`config.mk`:
```
export PLATFORM = sky130hd
export DESIGN_NAME = fbc_round
export DESIGN_NICKNAME = d
export VERILOG_FILES = /design/src/rtl/core/fbc_pkg.sv /design/src/rtl/core/fbc_round.sv
export VERILOG_INCLUDE_DIRS = /design/src /design/src/rtl/core
export SDC_FILE = /design/constraint.sdc
export NUM_CORES = 1
export LEC_CHECK = 0
export ABC_AREA = 1
export BUFFER_PORTS_ARGS = -buffer_cell sky130_fd_sc_hd__buf_2
export CORE_ASPECT_RATIO = 1.75
export CORE_MARGIN = 2
export CORE_UTILIZATION = 62
export CTS_CLUSTER_DIAMETER = 80
export CTS_CLUSTER_SIZE = 24
export DETAILED_ROUTE_END_ITERATION = 8
export PLACE_DENSITY = 0.89
export REMOVE_ABC_BUFFERS = 1
export SYNTH_ARGS = -nofsm -noshare
export SYNTH_HDL_FRONTEND = slang
export SYNTH_SLANG_ARGS = --single-unit
```
`constraint.sdc`:
```
create_clock -name clock -period 7.3 [get_ports clock]
set_clock_uncertainty 0.05 [all_clocks]
set_input_delay 1.825 -clock clock [delete_from_list [all_inputs] [get_ports clock]]
set_output_delay 1.825 -clock clock [all_outputs]
set_load 0.05 [all_outputs]
```
`src/rtl/core/feistel_block_cipher_64_assert.svh`:
```
// Assertion macros used by the cipher round module.
// Both macros sample on clock; the first is masked while reset is high.
`ifndef FEISTEL_BLOCK_CIPHER_64_ASSERT_SVH
`define FEISTEL_BLOCK_CIPHER_64_ASSERT_SVH

`define FBC_ASSERT_NEXT(label, ante, cons) \
   label: assert property (@(posedge clock) disable iff (reset) (ante) |=> (cons)) \
      else $error("assertion failed");

`define FBC_ASSERT_NEXT_RST(label, ante, cons) \
   label: assert property (@(posedge clock) (ante) |=> (cons)) \
      else $error("assertion failed");

`endif

```
`src/rtl/core/fbc_pkg.sv`:
```
`default_nettype none

package fbc_pkg;

   localparam int WORD_W            = 32;
   localparam int BLOCK_W           = 64;
   localparam int ROUND_COUNT_DFLT  = 16;
   localparam int KEY_ROT           = 5;

   localparam logic [WORD_W-1:0]  ROUND_ADD = 32'h9E3779B9;
   localparam logic [WORD_W-1:0]  ROUND_MUL = 32'h85EBCA6B;
   localparam logic [BLOCK_W-1:0] SCHED_ADD = 64'h9E3779B97F4A7C15;

   // Control that travels alongside each block through the round stages.
   typedef struct packed {
      logic valid;
      logic decrypt;
   } stage_ctrl_type;

   function automatic logic [BLOCK_W-1:0] rotl64(input logic [BLOCK_W-1:0] v,
                                                 input int amount);
      int s;
      s = amount % BLOCK_W;
      return (v << s) | (v >> (BLOCK_W - s));
   endfunction

   // The running schedule key after round idx equals the master key rotated
   // left by 5*(idx+1) XORed with a constant; this returns that constant.
   // It is only ever called with elaboration-time arguments.
   function automatic logic [BLOCK_W-1:0] sched_offset(input int idx);
      logic [BLOCK_W-1:0] d;
      d = '0;
      for (int j = 0; j <= idx; j++) begin
         d = rotl64(d, KEY_ROT) ^ (SCHED_ADD + BLOCK_W'(j));
      end
      return d;
   endfunction

endpackage

`default_nettype wire

```
`src/rtl/core/fbc_round.sv`:
```
`default_nettype none
`include "feistel_block_cipher_64_assert.svh"

module fbc_round
   import fbc_pkg::*;
(
   input  wire logic                clock,
   input  wire logic                reset,
   input  wire logic                advance,
   input  wire stage_ctrl_type      in_ctrl,
   input  wire logic [WORD_W-1:0]   in_l,
   input  wire logic [WORD_W-1:0]   in_r,
   input  wire logic [WORD_W-1:0]   enc_key,
   input  wire logic [WORD_W-1:0]   dec_key,
   output stage_ctrl_type           out_ctrl,
   output logic [WORD_W-1:0]        out_l,
   output logic [WORD_W-1:0]        out_r
);

   // Stage A: key mix, rotations, add and the first xor-shift.
   stage_ctrl_type    a_ctrl_ff;
   logic [WORD_W-1:0] a_x_ff, a_x_in;
   logic [WORD_W-1:0] a_src_ff, a_oth_ff;
   logic [WORD_W-1:0] src, oth, key, x0, x1, x2, x3;

   // Encryption feeds the right word through F, decryption the left word.
   assign src = in_ctrl.decrypt ? in_l : in_r;
   assign oth = in_ctrl.decrypt ? in_r : in_l;
   assign key = in_ctrl.decrypt ? dec_key : enc_key;

   always_comb begin
      x0     = src ^ key;
      x1     = {x0[WORD_W-4:0], x0[WORD_W-1:WORD_W-3]};
      x2     = x1 ^ {x1[WORD_W-8:0], x1[WORD_W-1:WORD_W-7]};
      x3     = x2 + ROUND_ADD;
      a_x_in = x3 ^ (x3 >> 16);
   end

   always_ff @(posedge clock) begin
      if (reset) begin
         a_ctrl_ff <= '0;
      end else if (advance) begin
         a_ctrl_ff <= in_ctrl;
      end
   end

   always_ff @(posedge clock) begin
      if (advance) begin
         a_x_ff   <= a_x_in;
         a_src_ff <= src;
         a_oth_ff <= oth;
      end
   end

   // Stage B: constant multiply, final xor-shift and the Feistel mix.
   stage_ctrl_type    b_ctrl_ff;
   logic [WORD_W-1:0] b_l_ff, b_r_ff, b_l_in, b_r_in;
   logic [WORD_W-1:0] prod, f_out, mixed;

   always_comb begin
      prod  = a_x_ff * ROUND_MUL;
      f_out = prod ^ (prod >> 13);
      mixed = a_oth_ff ^ f_out;
      if (a_ctrl_ff.decrypt) begin
         b_l_in = mixed;
         b_r_in = a_src_ff;
      end else begin
         b_l_in = a_src_ff;
         b_r_in = mixed;
      end
   end

   always_ff @(posedge clock) begin
      if (reset) begin
         b_ctrl_ff <= '0;
      end else if (advance) begin
         b_ctrl_ff <= a_ctrl_ff;
      end
   end

   always_ff @(posedge clock) begin
      if (advance) begin
         b_l_ff <= b_l_in;
         b_r_ff <= b_r_in;
      end
   end

   assign out_ctrl = b_ctrl_ff;
   assign out_l    = b_l_ff;
   assign out_r    = b_r_ff;

   `FBC_ASSERT_NEXT_RST(a_rst_clear, reset, !a_ctrl_ff.valid && !b_ctrl_ff.valid)
   `FBC_ASSERT_NEXT(a_takes_item, advance && in_ctrl.valid, a_ctrl_ff.valid)
   `FBC_ASSERT_NEXT(b_takes_item, advance && a_ctrl_ff.valid, b_ctrl_ff.valid)
   `FBC_ASSERT_NEXT(b_holds, !advance, $stable(b_ctrl_ff) && $stable(b_l_ff) && $stable(b_r_ff))

endmodule

`default_nettype wire

```
==> Word-level counts from Yosys, hierarchy flattened <==
Index checks and enable logic that the tools add are counted.
{ "word_totals": {"register_bits": 164, "output_inout_bits": 66, "input_bits": 133} }
{ "classes": {"add_sub_neg": 1, "n_bitwise": 5, "n_mul": 1, "n_mux": 5} }
{ "op_table": {"columns": ["operator", "n"], "rows": [
  ["two-way mux 32 bit", 5],
  ["XOR 32 bit", 3],
  ["adder 32 bit, second input constant", 1],
  ["multiplier 32 x 32 -> 32 bit, second input constant", 1],
  ["XOR 32 x 16 -> 32 bit", 1],
  ["XOR 32 x 19 -> 32 bit", 1]
]} }

==> Logic depth before layout (Yosys ltp) <==
Gate-level depths: netlist (run 1).
{ "depth": {"depth_word": 5, "mapped_depth": 29, "ltp_nobuf": 29} }

==> Worst setup path after synthesis (run 1) <==
No wires, ideal clock.
{ "synth_timing": {"path_type": "register -> register", "startpoint": "register a_x_ff[8]", "endpoint": "register b_r_ff[28], in the netlist out_r[28], data pin", "t_arrival_ps": 6044, "stages_incl_launch_ff": 25, "required_time_ps": 6996, "path_slack_ps": 952, "cell_sequence": "edfxtp_1 -> inv_1 -> fa_1 -> inv_1 -> fa_1 -> fa_1 -> inv_1 -> fa_1 -> fa_1 -> inv_1 -> fa_1 -> fa_1 -> fa_1 -> ha_1 -> clkbuf_1 -> nand2_1 -> nor2_1 -> nand4_1 -> or3_1 -> nand2_1 -> nand2_1 -> nand2_1 -> nand2_1 -> nand3_1 -> nand2_1"} }
{ "synth_between": {"elab_chain_len": 4} }
{ "synth_rtl": {"columns": ["item", "line", "rtl"], "rows": [
  ["from (decl)", "fbc_round.sv:22", "logic [WORD_W-1:0] a_x_ff, a_x_in;"],
  ["from (signal assigned)", "fbc_round.sv:49", "a_x_ff <= a_x_in;"],
  ["multiplier 32 x 32 -> 32 bit", "fbc_round.sv:61", "prod = a_x_ff * ROUND_MUL;"],
  ["XOR 32 x 19 -> 32 bit", "fbc_round.sv:62", "f_out = prod ^ (prod >> 13);"],
  ["XOR 32 bit", "fbc_round.sv:63", "mixed = a_oth_ff ^ f_out;"],
  ["two-way mux 32 bit", "fbc_round.sv:64", "if (a_ctrl_ff.decrypt) begin"],
  ["via b_r_in[28]", "fbc_round.sv:57", "logic [WORD_W-1:0] b_l_ff, b_r_ff, b_l_in, b_r_in;"],
  ["to (signal assigned)", "fbc_round.sv:84", "b_r_ff <= b_r_in;"],
  ["to (decl)", "fbc_round.sv:57", null]
]} }
The timed path passes the listed nets, and every way through them passes these cells.
A chain may end at the register's enable or synchronous reset.

==> Worst setup path in the final report (run 1) <==
{ "layout_timing": {"startpoint": "register a_x_ff[10]", "endpoint": "register b_l_ff[14], in the netlist out_l[14], data pin"} }
{ "layout_between": {"elab_chain_len": 4} }
{ "layout_rtl": {"columns": ["item", "line", "rtl"], "rows": [
  ["multiplier 32 x 32 -> 32 bit", "fbc_round.sv:61", null],
  ["XOR 32 x 19 -> 32 bit", "fbc_round.sv:62", null],
  ["XOR 32 bit", "fbc_round.sv:63", null],
  ["two-way mux 32 bit", "fbc_round.sv:64", null],
  ["via b_l_in[14]", "fbc_round.sv:57", null],
  ["to (signal assigned)", "fbc_round.sv:83", "b_l_ff <= b_l_in;"],
  ["to (decl)", "fbc_round.sv:57", null]
]} }
The timed path passes the listed nets, and every way through them passes these cells.

==> results of run 1 <==
cell usage in the layout, fill, tap and decap left out, drive strengths merged, types with 7 or more instances in the layout:
cell type and instances:
nand2 876, inv 519, buf 237, fa 213, ha 179, o21ai 163
nand3 161, edfxtp 160, nor2 139, a21oi 65, xor2 50, xnor2 31
clkbuf 18, nand3b 14, nand4 13, o21bai 9, clkinv 9, nor3 7
logic make-up after synthesis:
logic type               Yosys count
AND/OR/NAND/NOR                 1221
buffers and inverters            560
adder cells (fa/ha/maj)          392
AO/OA/AOI/OAI                    258
flip-flops                       164
XOR/XNOR                          81
how the worst max path moves through the flow:
stage,cells after the start,from,slack [ps],end
after CTS,23,a_x_ff[10],20,out_l[14]
final,23,a_x_ff[10],220,out_l[14]
after global placement,22,a_x_ff[11],-50,out_l[14]
after floorplan,23,a_x_ff[14],960,out_r[30]
after global routing,24,a_x_ff[11],-20,out_l[29]
after detailed placement,22,a_x_ff[8],10,out_l[14]
layer usage:
metal	wire, um	share of wire (%)	global-route usage (%)
met5	29	0.038	0
met4	9870	13	45.5
met3	5760	7.6	9.99
met2	37200	49	75.4
met1	23300	31	43.0
sequential cells by signal, summed over array words and instances (netlist names):
name	flops
out_r	32
a_x_ff	32
out_l	32
out_ctrl	2
a_src_ff	32
a_oth_ff	32
a_ctrl_ff	2
cell type report:
type,instances,area (um2)
repair buffers,238,1320
flip-flops and latches,164,4890
multi-input cells,1952,13700
clock buffers,17,425
fillers,2655,10000
clock inverters,15,179
diodes,1,2.50
inverters,513,1930
well taps,405,507
through the flow:
step           cell area [um2]  hold WS (ps)
2_1_floorplan            20500           383
3_3_place_gp             22300           394
3_5_place_dp             22300           421
4_1_cts                  22900           434
5_1_grt                  23000           459
6_report                 23000           433
synthesized netlist by cell type, drive strengths merged:
cell    instances
a21boi          4
buf            31
a21o            3
nor2          139
xnor2          31
clkbuf         16
a31oi           1
o21a            5
nand3b         14
xor2           50
o21bai          9
nand4          13
a211oi          3
fa            213
nor4            2
edfxtp        160
o211ai          4
nor3            7
inv           513
a21oi          65
and2            3
a221oi          1
nand3         161
nand2b          1
dfxtp           4
or2             4
o21ai         163
ha            179
or3             1
nand2         876
repair_timing:
| action | 4_1_cts | 5_1_grt |
|---|---|---|
| resized for setup | 1 | 14 |
| setup endpoints to repair | 4 | 12 |
| cloned | 0 | 0 |
| buffers inserted | 0 | 5 |
worst max-delay path: cells and delay by family, from the launching register on:
kind,cells,cell delay (ps)
compound gates,3,600
xor+xnor,1,270
fa+ha+maj,9,4370
buf+inv,6,600
flops,1,510
simple gates,4,440
==> results_dict.tcl, run 1 <==
set metrics [dict create \
    netlist-cell-type-count 48 \
    critPathArrivalTime_ps 7250 \
    slew_headroom_pct 32.8 \
    worst-endpoint-required_ps 7470 \
    post_synthesis_compound_gate_area_fraction_pct 7.06 \
    regToRegSetupSlack_ps 220 \
    largest_incremental_delay_on_the_critical_path_ps 560 \
    dp_slack_ps 10.9 \
    port-buffer-count 198 \
    fin_cells 3305 \
    cts_tree "yes" \
    synth_top_family_by_area "adder cells" \
    kind_of_path_behind_the_tightest_hold_check "register to register" \
    grt_start_max_net_pins 168 \
    outcome "completed" \
    antenna_found_initial 4 \
    synth_top_cells_by_area "sky130_fd_sc_hd__edfxtp_1 23%, sky130_fd_sc_hd__fa_1 20%, sky130_fd_sc_hd__nand2_1 15%" \
    route.antenna.remaining_nets 0 \
    initial_core_util_pct 63.1 \
    cpMaxStageDelayCell "sky130_fd_sc_hd__fa_1" \
    floorplan.rows 88 \
    area_growth_syn_to_layout_pct 10.3 \
    cts_made_buffers 17 \
    finalCoreUtilization_pct 69.6 \
    postLayoutSetupSlackWorst_ps 219 \
    grt_pass1_vias 19300 \
    dieArea_um2 35200 \
    grt_first_pass_wirelength_um 112000 \
    detailed_route_vias_per_instance 5.74 \
    worst_tran_pin_value_ps 1010 \
    final_nets 3411 \
    netlist_instances 2676 \
    routedWlPerCell_um 23.0 \
    r2r_end "out_l[14]" \
    clock_tree.htree_level_count 4 \
    detailed_place_hpwl_um 62600 \
    postCtsHoldBufs 0 \
    cts-root-buf "sky130_fd_sc_hd__clkbuf_16" \
    critPathKind "register to register" \
    final.period_utilization_pct 97.0 \
    gr-usage-all-layers_pct 44.6 \
    setup_violations 0 \
    clock_sinks 164 \
    syn_area_um2 20900 \
    yosys.area_share.xor_xnor_pct 3.44 \
    hold_start "a_ctrl_ff[1]" \
    min_delay_path_depth 2 \
    routed-via-count 19000 \
    routed_wire_length_um 76200 \
    finalHoldViolations 0 \
    global_route.overflow_total 0 \
    die_w_um 143 \
    gp_routability_congestion 1.07 \
    r2r_start "a_x_ff[10]" \
    synth.largest_area_cell "sky130_fd_sc_hd__edfxtp_1" \
    ys_seq_area_share_pct 23.4 \
    synth_top_area_share_pct 23.0 \
    yosys_warnings 0 \
    syn_area_cell_um2 7.79 \
    hold_end "a_ctrl_ff[1]" \
    ys_seq_elements 164 \
    finalSetupTns_ps 0 \
    period_minus_ws_final_ps 7080 \
    post-place-cells 3267 \
    fraction_of_final_layout_cells_sized_beyond_drive_strength_1_pct 12.3 \
    clk-insertion-delay-late_ps 470 \
    chain_of_cells_forming_the_critical_path "inv_2, fa_1, inv_1, fa_1, fa_1, inv_1, fa_1, inv_1, fa_1, fa_1, fa_1, fa_1, ha_1, inv_1, o21bai_1, o21bai_2, a21oi_2, nand3_2, xor2_2, buf_4, nand3_1, nand3_1, nand2_1" \
    synthAdderAreaFrac_pct 31.2 \
    top_level_ports 199 \
    path_max_fanout 5 \
    die_height_um 247 \
    clk_transition_reported_paths_ps 80 \
    drt_first_pass_iters 6 \
    synth.mux.area_fraction_pct 0 \
    detail_route.drc_violations 0 \
    synth-simple-area-share_pct 24.0 \
    max_freq_mhz 141 \
    drt_iter0_markers 1511 \
    design.core.area_um2 33000 \
    r2r.worst_path.cells 23 \
    clock_path_buffers 2 \
    drv_slew 0 \
    worst_setup_path_start_kind "register" \
    worst_setup_path_end_kind "register" \
    cap_viol_max_count 0 \
    timing.critical_path.mode_cell "sky130_fd_sc_hd__fa_1" \
]
Power of run 1 is left out: the tool's default activity adds up to more than one toggle a clock period on the data nets, which glitch-free logic cannot reach.
==> inputs of run 2 (changes only) <==
--- a/config.mk
+++ b/config.mk
@@ -6,11 +6,10 @@
 export SDC_FILE = /design/constraint.sdc
 export NUM_CORES = 1
 export LEC_CHECK = 0
-export ABC_AREA = 1
 export BUFFER_PORTS_ARGS = -buffer_cell sky130_fd_sc_hd__buf_2
 export CORE_ASPECT_RATIO = 1.75
 export CORE_MARGIN = 2
-export CORE_UTILIZATION = 62
+export CORE_UTILIZATION = 61
 export CTS_CLUSTER_DIAMETER = 80
 export CTS_CLUSTER_SIZE = 24
 export DETAILED_ROUTE_END_ITERATION = 8
==> run 2 against run 1 <==
  * Global-route usage down 10 points
  * Via count down 35%
  * Highest routed layer is now met4
  * Sequential cell count unchanged
  * Critical path depth down 2
  * Non-clock buffer count down 5
  * Sequential share of layout area up 3.1 points
  * Clock-buffer cell count unchanged
==> results_dict.tcl, run 2 <==
set metrics [dict create \
    initial_core_util_pct 61.9 \
    port-buffer-count 198 \
    syn_area_cell_um2 11.8 \
    syn_area_um2 17800 \
    floorplan.rows 82 \
    route.antenna.remaining_nets 0 \
    drt_iter0_markers 659 \
    synth_commonest_cells "311 x sky130_fd_sc_hd__inv_1, 213 x sky130_fd_sc_hd__fa_1, 179 x sky130_fd_sc_hd__ha_1" \
    ys_async_sr_fraction_pct 0 \
    largest_incremental_delay_on_the_critical_path_ps 600 \
    slew_headroom_pct 29.4 \
    kind_of_path_behind_the_tightest_hold_check "register to register" \
    antenna_found_initial 0 \
    synth_top_area_share_pct 27.0 \
    final.period_utilization_pct 98.0 \
    top_level_ports 199 \
    area_growth_syn_to_layout_pct 12.7 \
    netlist_instances 1513 \
    setup_violations 0 \
    synth.largest_area_cell "sky130_fd_sc_hd__edfxtp_1" \
    routed-via-count 12200 \
    seq_area_um2 4890 \
    postCtsHoldBufs 0 \
    ys_seq_elements 164 \
    design.core.area_um2 28700 \
    r2r.worst_path.cells 21 \
    whs_ps 440 \
    critical_path.startpoint "a_x_ff[10]" \
    worst-endpoint-required_ps 7460 \
    r2r_end "out_r[7]" \
    critPathArrivalTime_ps 7310 \
    cts_tree "yes" \
    drv_slew 0 \
    outcome "completed" \
    clk_transition_reported_paths_ps 70 \
    finalCoreUtilization_pct 69.8 \
    die_w_um 133 \
    detail_route.drc_violations 0 \
    grt_pass1_vias 13900 \
    final_nets 2268 \
    clock_sinks 164 \
    synth_top_cells_by_area "sky130_fd_sc_hd__edfxtp_1 27%, sky130_fd_sc_hd__fa_1 24%, sky130_fd_sc_hd__ha_1 13%" \
    max_freq_mhz 140 \
    worst_tran_pin_value_ps 1060 \
    critPathKind "register to register" \
    yosys_warnings 0 \
    clock_tree.htree_level_count 4 \
    r2r_start "a_x_ff[10]" \
    synth.most_common_cell "sky130_fd_sc_hd__inv_1" \
    grt_start_max_net_pins 108 \
    postLayoutSetupSlackWorst_ps 145 \
    path_max_fanout 4 \
    cts_made_buffers 17 \
    detailed_place_hpwl_um 42400 \
    chain_of_cells_forming_the_critical_path "buf_4, ha_1, inv_1, fa_1, inv_1, fa_1, ha_1, ha_1, inv_1, fa_1, fa_1, inv_1, ha_1, o21ai_0, a211oi_1, a21oi_1, o2bb2ai_1, o21ai_0, xor2_1, xnor2_1, mux2_2" \
    global_route.overflow_total 0 \
    gp_routability_congestion 1.04 \
    dp_slack_ps 55.0 \
    detailed_route_vias_per_instance 5.74 \
    multi_input_comb_area_um2 11700 \
    mostFrequentLayoutCell "sky130_fd_sc_hd__inv_1" \
    layout.filler_cells 2045 \
    drt_first_pass_iters 7 \
    cap_viol_max_count 0 \
    regToRegSetupSlack_ps 150 \
    finalHoldViolations 0 \
    worst_setup_path_start_kind "register" \
    period_minus_ws_final_ps 7150 \
    routed_wire_length_um 50400 \
    netlist-cell-type-count 57 \
    gr-usage-all-layers_pct 34.3 \
    cts-root-buf "sky130_fd_sc_hd__clkbuf_16" \
    grt_first_pass_wirelength_um 76500 \
    ys_seq_area_share_pct 27.5 \
    setup.worst_path.end "out_r[7]" \
    antennaDiodeCount 0 \
    synth_enable_flop_cells 160 \
    ys.flop_type "sky130_fd_sc_hd__edfxtp_1" \
    clk-insertion-delay-late_ps 450 \
    final_cell_mix "307 x sky130_fd_sc_hd__inv_1, 212 x sky130_fd_sc_hd__fa_1, 196 x sky130_fd_sc_hd__buf_2" \
    clock_path_buffers 2 \
    die_height_um 230 \
    cpMaxStageDelayCell "sky130_fd_sc_hd__a211oi_1" \
    routedWlPerCell_um 23.6 \
    dieArea_um2 30600 \
    fraction_of_final_layout_cells_sized_beyond_drive_strength_1_pct 22.1 \
    worst_setup_path_end_kind "register" \
]
run 2: changes by cell type after synthesis, sizes merged, moves of 11 or more:
cell	previous run	this run
o21ai	163	16
nor2	139	50
inv	513	311
xnor2	31	152
buf	31	6
xor2	50	101
nand3b	14	0
mux2	0	92
nand4	13	2
a21oi	65	42
nand2	876	23
nand3	161	13
mux2i	0	49
run 2: cells by family after synthesis:
| kind of cell | count (synthesis) | share of synthesized area (%) |
|---|---|---|
| AOI/OAI and AO/OA | 108 | 3.90 |
| xor gates and xnor gates | 256 | 12.8 |
| adders and majority gates | 392 | 36.5 |
| buffers and inverters | 333 | 7.24 |
| DFF | 164 | 27.5 |
| muxes | 141 | 8.83 |
| and+or+nand+nor | 119 | 3.19 |
run 2: critical path: cells and delay by family (launching register included):
kind	cells	cell delay, ps
fa+ha+maj	8	3420
mux	1	290
compound gates	5	1490
xor+xnor	2	710
flops	1	450
buf+inv	5	480
run 2: worst min path at each step:
| stage | slack, ps | end | from | cells after the start |
|---|---|---|---|---|
| floorplan | 410 | a_ctrl_ff[1] | a_ctrl_ff[1] | 2 |
| global placement | 420 | a_ctrl_ff[1] | a_ctrl_ff[1] | 2 |
| detailed placement | 430 | out_ctrl[1] | out_ctrl[1] | 2 |
| CTS | 450 | out_ctrl[1] | out_ctrl[1] | 2 |
| global route | 480 | out_ctrl[1] | out_ctrl[1] | 2 |
| finish | 440 | out_ctrl[1] | out_ctrl[1] | 2 |
run 2: area by class of cell:
type,instances,share of cell area (%)
clock inverters,14,0.655
inverters,311,5.86
repair buffers,233,6.30
multi-input cells,1016,58.3
clock buffers,17,2.12
flip-flops and latches,164,24.4
well taps,378,2.36
run 2: per-stage QoR:
step,TNS [ps],cells,cell area [um2]
floorplan,0,1491,17700
global route,-337,2133,20100
CTS,0,2124,19900
detailed placement,0,2092,19300
global placement,0,2092,19300
finish,0,2133,20100
run 2: repair_timing:
| action | in CTS | in global routing |
|---|---|---|
| setup endpoints to repair | 2 | 18 |
| hold endpoints to repair | 0 | 0 |
| gates resized for setup | 0 | 17 |
| pin swaps | 0 | 7 |
| buffers inserted | 1 | 9 |
run 2: metal layers:
metal | part of all wire (%) | global-route usage [%]
met5 | 0 | 0
met4 | 13 | 34.8
met3 | 4.3 | 5.03
met2 | 54 | 62.8
met1 | 29 | 30.9
Power of run 2 is left out for the same reason.
